<file path="config.mk">
export PLATFORM = sky130hd
export DESIGN_NAME = card_track_field_parser_core
export DESIGN_NICKNAME = d
export VERILOG_FILES = /design/src/hdl/ctfp_pkg.sv /design/src/hdl/card_track_field_parser_core.sv /design/src/hdl/ctfp_front.sv /design/src/hdl/ctfp_queue.sv /design/src/hdl/ctfp_back.sv
export VERILOG_INCLUDE_DIRS = /design/src /design/src/hdl
export SDC_FILE = /design/constraint.sdc
export NUM_CORES = 1
export LEC_CHECK = 0
export ABC_AREA = 1
export BUFFER_PORTS_ARGS = -buffer_cell sky130_fd_sc_hd__buf_2
export CAP_MARGIN = 25
export CORE_MARGIN = 3
export CORE_UTILIZATION = 50
export DETAILED_ROUTE_END_ITERATION = 12
export PLACE_DENSITY = 0.79
export SLEW_MARGIN = 10
export SYNTH_ARGS = -nofsm -noshare
export SYNTH_HDL_FRONTEND = slang
export SYNTH_SLANG_ARGS = --single-unit
</file>
<file path="constraint.sdc">
create_clock -name aclk -period 8.39 [get_ports aclk]
set_input_delay 0.839 -clock aclk [delete_from_list [all_inputs] [get_ports aclk]]
set_output_delay 0.839 -clock aclk [all_outputs]
set_load 0.02 [all_outputs]
</file>
<file path="src/hdl/assert_macros.svh">
// Assertion macros shared by the card track parser RTL.
// Each macro builds one labeled concurrent assertion on a clock and active-low reset.
`ifndef ASSERT_MACROS_SVH
`define ASSERT_MACROS_SVH

// expr must hold at every clock edge out of reset
`define ASSERT_ALWAYS(label, clk, rstn, expr, msg) \
    label: assert property (@(posedge clk) disable iff (!rstn) (expr)) else $error(msg);

// ante implies cons in the same cycle
`define ASSERT_IMPLY(label, clk, rstn, ante, cons, msg) \
    label: assert property (@(posedge clk) disable iff (!rstn) (ante) |-> (cons)) \
        else $error(msg);

// ante implies cons in the next cycle
`define ASSERT_NEXT(label, clk, rstn, ante, cons, msg) \
    label: assert property (@(posedge clk) disable iff (!rstn) (ante) |=> (cons)) \
        else $error(msg);

`endif

</file>
<file path="src/hdl/ctfp_pkg.sv">
// Types and constants for the card track field parser.
// No dependencies; used by the front, queue, back and top-level files.
package ctfp_pkg;

    localparam logic [7:0]  CH_CARET     = 8'h5E;
    localparam logic [7:0]  CH_SLASH     = 8'h2F;
    localparam logic [7:0]  CH_ZERO      = 8'h30;
    localparam logic [47:0] PREFIX_RESET = 48'h363030383437;
    localparam logic [3:0]  POS_MAX      = 4'd15;
    localparam logic [3:0]  PFX_FIRST    = 4'd2;
    localparam logic [3:0]  PFX_LAST     = 4'd7;

    localparam int QUEUE_DEPTH = 2;
    localparam int QPTR_W      = $clog2(QUEUE_DEPTH);
    localparam int QCNT_W      = $clog2(QUEUE_DEPTH + 1);

    typedef enum logic [3:0] {
        PH_PRE   = 4'b0001,  // before caret
        PH_NAME  = 4'b0010,  // in surname
        PH_AFTER = 4'b0100,  // after slash
        PH_DONE  = 4'b1000   // initial taken
    } ctfp_phase_t;

    typedef enum logic [1:0] {
        ST_OK       = 2'd0,
        ST_PREFIX   = 2'd1,
        ST_NO_CARET = 2'd2,
        ST_NO_SLASH = 2'd3
    } ctfp_status_t;

    // one queued result request from the front
    typedef struct packed {
        logic        final_rec;  // 1: end-of-string record
        logic [7:0]  ch;         // raw surname character
        logic        lower;      // lowercase this surname character
        logic [31:0] id;
        logic [7:0]  init;
        logic        bad;        // prefix mismatch or short string
        ctfp_phase_t phase;      // phase after this character
    } ctfp_entry_t;

    typedef struct packed {
        logic full;
        logic empty;
    } ctfp_qstat_t;

endpackage

</file>
<file path="src/hdl/card_track_field_parser_core.sv">
// Card track field parser, top level.
// Channels: s_ takes one track character a request (s_tdata[7:0]), s_tlast marks
//   the last character of a string; cfg_ writes the 48-bit issuer prefix and is
//   always ready (write only between strings).
// Results on m_: m_tuser[0] is 0 for a surname character, 1 for the final record.
//   m_tdata from bit 0: name_char[7:0], card_id[39:8], first_initial[47:40],
//   status[49:48], zero fill.
// Throughput: one character per cycle while the queue is not full. The id
//   window is kept as a running decimal value updated once per character (one
//   constant multiply and add). Each result is written into the queue when its
//   character is accepted and moved to the output register once it heads the
//   queue and the output register is free or being taken.
// Reset clears all parse state and loads the default prefix "600847".
// When m_tready is low the output register holds, the two-entry queue fills, and
//   s_tready drops only once the queue is full; characters that give no result
//   are held back with the rest.
// Depends on ctfp_pkg, ctfp_front, ctfp_queue and ctfp_back.
module card_track_field_parser_core
    import ctfp_pkg::*;
#(
    parameter int ID_DIGITS = 8
) (
    input  logic        aclk,
    input  logic        aresetn,
    input  logic        cfg_valid,
    output logic        cfg_ready,
    input  logic [47:0] cfg_data,
    input  logic        s_tvalid,
    output logic        s_tready,
    input  logic [7:0]  s_tdata,   // track_char[7:0]
    input  logic        s_tlast,   // end_of_string
    output logic        m_tvalid,
    input  logic        m_tready,
    output logic [55:0] m_tdata,   // name_char, card_id, first_initial, status, zero fill
    output logic [0:0]  m_tuser    // record_kind
);

    ctfp_entry_t push_entry, pop_entry;
    ctfp_qstat_t qstat;
    logic        push, pop, in_accept;

    assign cfg_ready = 1'b1;
    assign s_tready  = !qstat.full;
    assign in_accept = s_tvalid && s_tready;

    ctfp_front #(
        .ID_DIGITS (ID_DIGITS)
    ) u_front (
        .aclk          (aclk),
        .aresetn       (aresetn),
        .cfg_valid     (cfg_valid),
        .cfg_data      (cfg_data),
        .in_accept     (in_accept),
        .track_char    (s_tdata),
        .end_of_string (s_tlast),
        .push          (push),
        .push_entry    (push_entry)
    );

    ctfp_queue u_queue (
        .aclk       (aclk),
        .aresetn    (aresetn),
        .push       (push),
        .push_entry (push_entry),
        .pop        (pop),
        .pop_entry  (pop_entry),
        .stat       (qstat)
    );

    ctfp_back u_back (
        .aclk     (aclk),
        .aresetn  (aresetn),
        .q_entry  (pop_entry),
        .q_valid  (!qstat.empty),
        .pop      (pop),
        .m_tvalid (m_tvalid),
        .m_tready (m_tready),
        .m_tdata  (m_tdata),
        .m_tuser  (m_tuser)
    );

endmodule

</file>
<file path="src/hdl/ctfp_front.sv">
// Front end: takes characters, tracks position, prefix, phase and the id window,
// and posts result requests. Depends on ctfp_pkg.
module ctfp_front
    import ctfp_pkg::*;
#(
    parameter int ID_DIGITS = 8
) (
    input  logic        aclk,
    input  logic        aresetn,
    input  logic        cfg_valid,
    input  logic [47:0] cfg_data,
    input  logic        in_accept,
    input  logic [7:0]  track_char,
    input  logic        end_of_string,
    output logic        push,
    output ctfp_entry_t push_entry
);

    localparam int HIST_D = ID_DIGITS + 2;

    function automatic logic [31:0] pow10(input int n);
        logic [31:0] p;
        p = 32'd1;
        for (int i = 0; i < n; i++) begin
            p = p * 32'd10;
        end
        return p;
    endfunction

    localparam logic [31:0] LEAD_W = pow10(ID_DIGITS);
    // folds the -48 of the leaving digit and of the entering digit
    localparam logic [31:0] WIN_K  = 32'(LEAD_W * 32'd48) - 32'd48;

    logic [47:0]  prefix_reg;
    logic [3:0]   pos_reg, pos_next;
    logic         good_reg, good_next;
    ctfp_phase_t  phase_reg, phase_next;
    logic [7:0]   hist_reg [HIST_D];
    logic [31:0]  win_reg, win_next;
    logic [31:0]  id_reg, id_next;
    logic [7:0]   init_reg, init_next;
    logic         started_reg, started_next;

    logic         in_pfx;
    logic [2:0]   pfx_sel;
    logic [7:0]   pfx_want;
    logic [31:0]  lead_term;
    logic         emit_name;

    always_comb begin
        in_pfx    = (pos_reg >= PFX_FIRST) && (pos_reg <= PFX_LAST);
        pfx_sel   = 3'(PFX_LAST[2:0] - pos_reg[2:0]);
        pfx_want  = prefix_reg[{pfx_sel, 3'b000} +: 8];
        good_next = good_reg && !(in_pfx && (track_char != pfx_want));
        pos_next  = (pos_reg == POS_MAX) ? pos_reg : pos_reg + 4'd1;

        // sliding decimal value of the window two to ID_DIGITS+1 places back
        lead_term = 32'(hist_reg[HIST_D-1]) * LEAD_W;
        win_next  = (win_reg << 3) + (win_reg << 1) - lead_term + WIN_K
                    + 32'(hist_reg[1]);
    end

    always_comb begin
        phase_next   = phase_reg;
        id_next      = id_reg;
        init_next    = init_reg;
        started_next = started_reg;
        emit_name    = 1'b0;
        case (phase_reg)
            PH_PRE: begin
                if (track_char == CH_CARET) begin
                    id_next      = win_reg;
                    phase_next   = PH_NAME;
                    started_next = 1'b0;
                end
            end
            PH_NAME: begin
                if (track_char == CH_SLASH) begin
                    phase_next = PH_AFTER;
                end else begin
                    emit_name    = 1'b1;
                    started_next = 1'b1;
                end
            end
            PH_AFTER: begin
                init_next  = track_char;
                phase_next = PH_DONE;
            end
            PH_DONE: begin
            end
            default: begin
                phase_next = PH_PRE;
            end
        endcase
    end

    always_comb begin
        push                 = in_accept && (end_of_string || emit_name);
        push_entry.final_rec = end_of_string;
        push_entry.ch        = track_char;
        push_entry.lower     = started_reg;
        push_entry.id        = id_next;
        push_entry.init      = init_next;
        push_entry.bad       = !good_next || (pos_reg < PFX_LAST);
        push_entry.phase     = phase_next;
    end

    always_ff @(posedge aclk) begin
        if (!aresetn) begin
            prefix_reg <= PREFIX_RESET;
        end else if (cfg_valid) begin
            prefix_reg <= cfg_data;
        end
    end

    always_ff @(posedge aclk) begin
        if (!aresetn || (in_accept && end_of_string)) begin
            pos_reg     <= '0;
            good_reg    <= 1'b1;
            phase_reg   <= PH_PRE;
            win_reg     <= '0;
            id_reg      <= '0;
            init_reg    <= '0;
            started_reg <= 1'b0;
            for (int i = 0; i < HIST_D; i++) begin
                hist_reg[i] <= CH_ZERO;
            end
        end else if (in_accept) begin
            pos_reg     <= pos_next;
            good_reg    <= good_next;
            phase_reg   <= phase_next;
            win_reg     <= win_next;
            id_reg      <= id_next;
            init_reg    <= init_next;
            started_reg <= started_next;
            hist_reg[0] <= track_char;
            for (int i = 1; i < HIST_D; i++) begin
                hist_reg[i] <= hist_reg[i-1];
            end
        end
    end

endmodule

</file>
<file path="src/hdl/ctfp_queue.sv">
// Short request queue between the front and back ends.
// Depends on ctfp_pkg and assert_macros.svh.
`include "assert_macros.svh"

module ctfp_queue
    import ctfp_pkg::*;
(
    input  logic        aclk,
    input  logic        aresetn,
    input  logic        push,
    input  ctfp_entry_t push_entry,
    input  logic        pop,
    output ctfp_entry_t pop_entry,
    output ctfp_qstat_t stat
);

    ctfp_entry_t       mem_reg [QUEUE_DEPTH];
    logic [QPTR_W-1:0] wr_ptr_reg, rd_ptr_reg;
    logic [QCNT_W-1:0] cnt_reg, cnt_next;

    function automatic logic [QPTR_W-1:0] ptr_inc(input logic [QPTR_W-1:0] p);
        return (p == QPTR_W'(QUEUE_DEPTH - 1)) ? '0 : p + QPTR_W'(1);
    endfunction

    assign stat.full  = (cnt_reg == QCNT_W'(QUEUE_DEPTH));
    assign stat.empty = (cnt_reg == '0);
    assign pop_entry  = mem_reg[rd_ptr_reg];

    always_comb begin
        cnt_next = cnt_reg;
        if (push && !pop) begin
            cnt_next = cnt_reg + QCNT_W'(1);
        end else if (pop && !push) begin
            cnt_next = cnt_reg - QCNT_W'(1);
        end
    end

    always_ff @(posedge aclk) begin
        if (push) begin
            mem_reg[wr_ptr_reg] <= push_entry;
        end
    end

    always_ff @(posedge aclk) begin
        if (!aresetn) begin
            wr_ptr_reg <= '0;
            rd_ptr_reg <= '0;
            cnt_reg    <= '0;
        end else begin
            if (push) begin
                wr_ptr_reg <= ptr_inc(wr_ptr_reg);
            end
            if (pop) begin
                rd_ptr_reg <= ptr_inc(rd_ptr_reg);
            end
            cnt_reg <= cnt_next;
        end
    end

    `ASSERT_IMPLY(a_no_push_full, aclk, aresetn, push, !stat.full, "push into full queue")
    `ASSERT_IMPLY(a_no_pop_empty, aclk, aresetn, pop, !stat.empty, "pop from empty queue")
    `ASSERT_NEXT(a_push_fills, aclk, aresetn, push && !pop, !stat.empty, "push lost")

endmodule

</file>
<file path="src/hdl/ctfp_back.sv">
// Back end: turns queued requests into result items in an output register.
// Depends on ctfp_pkg and assert_macros.svh.
`include "assert_macros.svh"

module ctfp_back
    import ctfp_pkg::*;
(
    input  logic        aclk,
    input  logic        aresetn,
    input  ctfp_entry_t q_entry,
    input  logic        q_valid,
    output logic        pop,
    output logic        m_tvalid,
    input  logic        m_tready,
    output logic [55:0] m_tdata,
    output logic [0:0]  m_tuser
);

    logic         out_valid_reg;
    logic         kind_reg, kind_next;
    logic [7:0]   name_reg, name_next;
    logic [31:0]  id_reg, id_next;
    logic [7:0]   init_reg, init_next;
    ctfp_status_t st_reg, st_next;
    ctfp_status_t st_calc;

    function automatic logic [7:0] to_lower(input logic [7:0] c);
        return ((c >= 8'h41) && (c <= 8'h5A)) ? c + 8'h20 : c;
    endfunction

    assign pop = q_valid && (!out_valid_reg || m_tready);

    always_comb begin
        if (q_entry.bad) begin
            st_calc = ST_PREFIX;
        end else if (q_entry.phase == PH_PRE) begin
            st_calc = ST_NO_CARET;
        end else if (q_entry.phase == PH_NAME) begin
            st_calc = ST_NO_SLASH;
        end else begin
            st_calc = ST_OK;
        end

        kind_next = q_entry.final_rec;
        if (q_entry.final_rec) begin
            name_next = '0;
            st_next   = st_calc;
            id_next   = (st_calc == ST_OK) ? q_entry.id : '0;
            init_next = (st_calc == ST_OK) ? q_entry.init : '0;
        end else begin
            name_next = q_entry.lower ? to_lower(q_entry.ch) : q_entry.ch;
            st_next   = ST_OK;
            id_next   = '0;
            init_next = '0;
        end
    end

    always_ff @(posedge aclk) begin
        if (!aresetn) begin
            out_valid_reg <= 1'b0;
        end else if (pop) begin
            out_valid_reg <= 1'b1;
        end else if (m_tready) begin
            out_valid_reg <= 1'b0;
        end
    end

    always_ff @(posedge aclk) begin
        if (pop) begin
            kind_reg <= kind_next;
            name_reg <= name_next;
            id_reg   <= id_next;
            init_reg <= init_next;
            st_reg   <= st_next;
        end
    end

    assign m_tvalid = out_valid_reg;
    assign m_tuser  = kind_reg;
    assign m_tdata  = {6'b0, st_reg, init_reg, id_reg, name_reg};

    `ASSERT_IMPLY(a_bad_status_clean, aclk, aresetn, out_valid_reg && (st_reg != ST_OK),
        (id_reg == '0) && (init_reg == '0), "failed record carries id or initial")
    `ASSERT_IMPLY(a_name_rec_ok, aclk, aresetn, out_valid_reg && !kind_reg,
        (st_reg == ST_OK) && (id_reg == '0), "surname record carries status or id")
    `ASSERT_NEXT(a_hold_stalled, aclk, aresetn, out_valid_reg && !m_tready,
        out_valid_reg && $stable(name_reg) && $stable(st_reg), "stalled result changed")

endmodule
</file>
Yosys cells after proc, flatten, opt, wreduce, memory -nomap -nowiden --
Memories as Yosys holds them, arrays and structs flattened. A register that Yosys moved wholly into a read port is not among the register bits. Index checks and enable logic that the tools add are counted.
Cells by class: $add $sub $neg 11, multipliers 1, div/mod/pow operators 0, $lt $le $gt $ge 5, equality and inequality tests 13, shift operators 1, multiplexer cells 41, bitwise gates (word level) 11, reduce and logical (&&, ||, !) cells 30
Operators by type and width (count):
- 8-bit 2-to-1 mux | 13
- 32-bit 2-to-1 mux | 2
- 48-bit by 7-bit indexed part select with 8-bit output | 1
- 32-bit by 29-bit adder with 32-bit output, second input constant | 1
- 32-bit adder | 1
- 32-bit by 8-bit adder with 32-bit output | 1
- 32-bit subtractor | 1
- 8-bit by 19-bit multiplier with 24-bit output, second input constant | 1
- 1-bit 2-to-1 mux | 17
- 4-bit case mux with 4 select lines | 1
- 1-bit logical AND | 10
- 2-bit 2-to-1 mux | 5
- 1-bit OR | 10
- 8-bit by 6-bit adder with 8-bit output, second input constant | 1
- 4-bit by 1-bit equality test with 1-bit output, second input constant | 2
- 4-bit by 2-bit equality test with 1-bit output, second input constant | 2
- 4-bit equality test, second input constant | 2
- 8-bit by 6-bit equality test with 1-bit output, second input constant | 1
- 8-bit by 7-bit equality test with 1-bit output, second input constant | 1
- 8-bit by 7-bit >= comparator with 1-bit output, second input constant | 1
- 8-bit by 7-bit <= comparator with 1-bit output, second input constant | 1
- 1-bit zero test | 8
- 4-bit 2-to-1 mux | 2
- 8-bit != test | 1
- other kinds (19) | 27
Storage, ports and cells: register bits after elaboration 186, bits in latches 0, memory bits (writable) 190, memory bits (read-only) 0, bits of input ports 62, memories 2
Memory list:
- u_queue.mem_reg | depth 2, bits a word 55, rd ports 1, clocked after memory_dff 1, wr ports 1, RTL line ctfp_queue.sv:17 | ctfp_entry_t mem_reg [QUEUE_DEPTH];
- u_front.hist_reg | depth 10, bits a word 8, rd ports 10, clocked after memory_dff 0, wr ports 10, RTL line ctfp_front.sv:38 | logic [7:0] hist_reg [HIST_D];

Longest topological paths before layout --
depth after elaboration 9, gate-level depth with buffers 36

Hierarchy --
From an unflattened synthesis, not the netlist that was laid out.
Unflattened totals: cells, all modules 2192, area, all modules 20783.7 µm²
By module, submodules not included:
- ctfp_front | instances 1, cells an instance 1790, area each 14116.0 µm², seq. area each 5004.8 µm²
- ctfp_queue | instances 1, cells an instance 206, area each 4449.3 µm², seq. area each 3403.3 µm²
- ctfp_back | instances 1, cells an instance 190, area each 2189.6 µm², seq. area each 1551.5 µm²
- card_track_field_parser_core | instances 1, cells an instance 6, area each 28.8 µm², seq. area each 0.0 µm²

Worst setup path after synthesis --
OpenSTA, ideal clock, no wires.
path kind reg-to-reg, start point mem u_front.hist_reg[9][6] (netlist: u_front.hist_reg[0][78]), end point reg u_front.win_reg[28], setup time 0.113 ns, data arrival time 6.071 ns, required time 8.277 ns, setup slack 2.206 ns, cell stages (with the launch flop) 32, clock period less this slack 6.184 ns, cell sequence edfxtp_1 fa_1 inv_1 fa_1 inv_1 fa_1 inv_1 fa_1 inv_1 ha_1 nand2_1 nor3_1 nand2_1 nand3_1 nand2_1 nand2_1 a21oi_1 xor2_1 fa_1 inv_1 fa_1 inv_1 ha_1 ha_1 nand2_1 nor2_1 nand2_1 or2_2 nand3_1 nand2_1 nand3_1 nand2_1
RTL lines:
- start: declaration | RTL line ctfp_front.sv:38
- end signal: assignment | RTL line ctfp_front.sv:132 | win_reg <= win_next;
- end: declaration | RTL line ctfp_front.sv:39 | logic [31:0] win_reg, win_next;

==> out/qor.tcl <==
set qor(synth_area_per_cell_um2) 9.25
set qor(place.gp.congestion) 0.894
set qor(wl_per_cell_um) 16.1
set qor(post_synth_fa_ha_maj_area_fraction) 0.147
set qor(yosys.area_share.simple) 0.150
set qor(post_synth_main_area_contributors) {edfxtp_1, dfxtp_1, ha_1}
set qor(finalSetupTns_ns) 0
set qor(die-area_um2) 43000
set qor(maximum_number_of_pins_on_one_net_before_global_route_repair) 82
set qor(start_util) 0.508
set qor(timing.critical_path.to_type) {flip-flop}
set qor(cts_repair_resizes) 0
set qor(grt_antenna_before_repair) 0
set qor(post_synth_xor_area_fraction) 0.00951
set qor(dpl.hpwl_um) 33100
set qor(critPathLaunchType) {flip-flop}
set qor(rsz0062_at_grt) {false}
set qor(minimum_clock_period_after_layout_ns) 6.93
set qor(min-delay-path-class) {flip-flop to flip-flop}
set qor(compound_gate_fraction_of_synth_area) 0.102
set qor(worstPathMaxFanout) 6
set qor(synth_edf_count) 241
set qor(first_pass_iters) 7
set qor(worst_path_largest_cell_delay_ns) 0.66
set qor(drt-initial-drc-count) 1174
set qor(port_buffers) 114
set qor(post-route-period-util) 0.826
set qor(clk-insertion-delay-late_ns) 0.55
set qor(die_height_um) 207
set qor(drive_gt1_frac) 0.106
set qor(yosys_register_bits) 377
set qor(detailroute.via_count) 14800
set qor(worst_r2r_startpoint) {u_front.hist_reg[0][78]}
set qor(clock_tree.root_cell) {clkbuf_16}
set qor(cts.repair_timing.setup_buffer_count) 0
set qor(synth.mux.area_fraction) 0.00198
set qor(hold_violations) 0
set qor(largest_reg_flops) 110
set qor(setup.worst_path.start) {u_front.hist_reg[0][78]}
set qor(synthToLayoutAreaGrowth_pct) 10.6
set qor(required_ns) 8.85
set qor(maximum_level_of_the_cts_h_tree) 2
set qor(ys_types) 50
set qor(floorplan.core_area_um2) 39900
set qor(postRouteWirelength_um) 45600
set qor(syn-cell-area_um2) 20300
set qor(synthesis.yosys.warnings) 0
set qor(timing.hold.worst.start) {u_front.prefix_reg[44]}
set qor(max_cap_violations) 0
set qor(tritoncts) {done}
set qor(synth.largest_area_cell) {edfxtp_1}
set qor(async_flop_share) 0
set qor(cts_buffers) 38
set qor(die_wd_um) 207
set qor(num_antenna_cells) 0
set qor(synthDominantCellAreaShare) 0.357
set qor(final_antenna_net_count) 0
set qor(seq_area_frac_synth) 0.491
set qor(overflow) 0
set qor(layout_commonest_cell) {nand2_1}
set qor(crit_top_cell) {nand2_1}
set qor(vias_per_cell) 5.23
set qor(nFillCells) 3353
set qor(criticalPathCategory) {flip-flop to flip-flop}
set qor(cts_hold_buf) 0
set qor(final.setup_skew_ns) 0.0309
set qor(first_global_vias) 14800
set qor(floorplan.rows) 73
set qor(dominantRegCellSynth) {edfxtp_1}
set qor(design.portCount) 122
set qor(grt_pass1_wl_um) 74000
set qor(cts-root-to-sink-buffers) 3
set qor(clock_sink_count) 377
set qor(report.final.slew_viol_count) 0
set qor(detailed_place.area_um2) 21100
set qor(worstRegToRegCells) 28
set qor(crit_path_top_delay_cell) {fa_1}
set qor(most-common-layout-cells) {nand2_1, inv_1, edfxtp_1}
set qor(critPathArrivalTime_ns) 7.39
set qor(synthesis.instances) 2191
set qor(gr_usage_total) 0.209
set qor(drc_errors) 0
set qor(worst_slew_margin_rel) 0.401
set qor(worst_max_slew_pin_slew_ns) 0.897
set qor(whs_path_depth) 2
set qor(outcome) {completed}
set qor(fin_nets) 2546
set qor(dominant_combinational_cell_family_by_area_after_synthesis) {simple AND/OR/NAND/NOR gates}
set qor(setup_viol) 0
set qor(finish.instance_area_um2) 22400
set qor(clock_pin_slew_on_the_worst_setup_and_hold_paths_ns) 0.06
set qor(fmax_ghz) 0.144
==> worst max-delay path: cells and delay by family, from the launching register on <==
family          cells  cell delay [ns]
flops               1             0.55
simple gates        9             1.00
xor+xnor            1             0.17
buf+inv             4             0.27
compound gates      5             0.86
fa+ha+maj           9             3.98
==> cells by family after synthesis <==
kind of cell	after synthesis
buffers and inverters	482
xor gates and xnor gates	22
muxes	4
DFF	377
other	2
AOI/OAI and AO/OA	372
and+or+nand+nor	733
adders and majority gates	199
==> cells in the mapped netlist (all sizes together), types with 7 or more instances <==
cell type and count:
inv 405, buf 43, a21oi 141, o22ai 52, ha 135, nand2 423
xor2 13, or2 31, edfxtp 241, xnor2 9, nor3 8, nand3 81
nor2 166, o21ai 144, dfxtp 136, clkbuf 33, fa 64, a21o 7
nand4 15
==> area by class of cell <==
type,count,area (um2),share of cell area
Sequential cell,377,9960,0.444
Multi-Input combinational cell,1337,8370,0.374
Tap cell,525,657,0.0293
Timing Repair Buffer,125,681,0.0304
Clock buffer,48,1060,0.0473
Inverter,406,1530,0.0681
Clock inverter,19,154,0.00687
==> path summary, 6_finish.rpt <==
kind / endpoint / slack, ns
setup / recovery: u_front.win_reg[25] / 1.46
setup reg to reg: u_front.win_reg[25] / 1.46
hold / removal: u_front.prefix_reg[44] / 0.46
hold reg to reg: u_front.prefix_reg[44] / 0.46
==> routing by layer <==
metal  global-route usage  routed length [um]  up-vias  part of all wire
met5                    0                   0        -                 0
met4               0.0669                1300        0             0.029
met3               0.0243                2770       86             0.061
met2                0.348               21600      440              0.47
met1                0.288               20000     7022              0.44
li1                     -                   -     7301                 -
==> stage by stage <==
| stage | utilization | instances | hold WS, ns | worst slack, ns |
|---|---|---|---|---|
| floorplan | - | 2196 | 0.421 | 2.21 |
| global placement | 0.530 | 2767 | 0.429 | 1.66 |
| detailed placement | 0.530 | 2767 | 0.437 | 1.53 |
| CTS | 0.560 | 2834 | 0.457 | 1.45 |
| global route | 0.561 | 2837 | 0.473 | 0.985 |
| finish | 0.561 | 2837 | 0.457 | 1.46 |
Power is not shown: default switching activity piles up to over one toggle a cycle in this logic, so the estimate is an artifact.
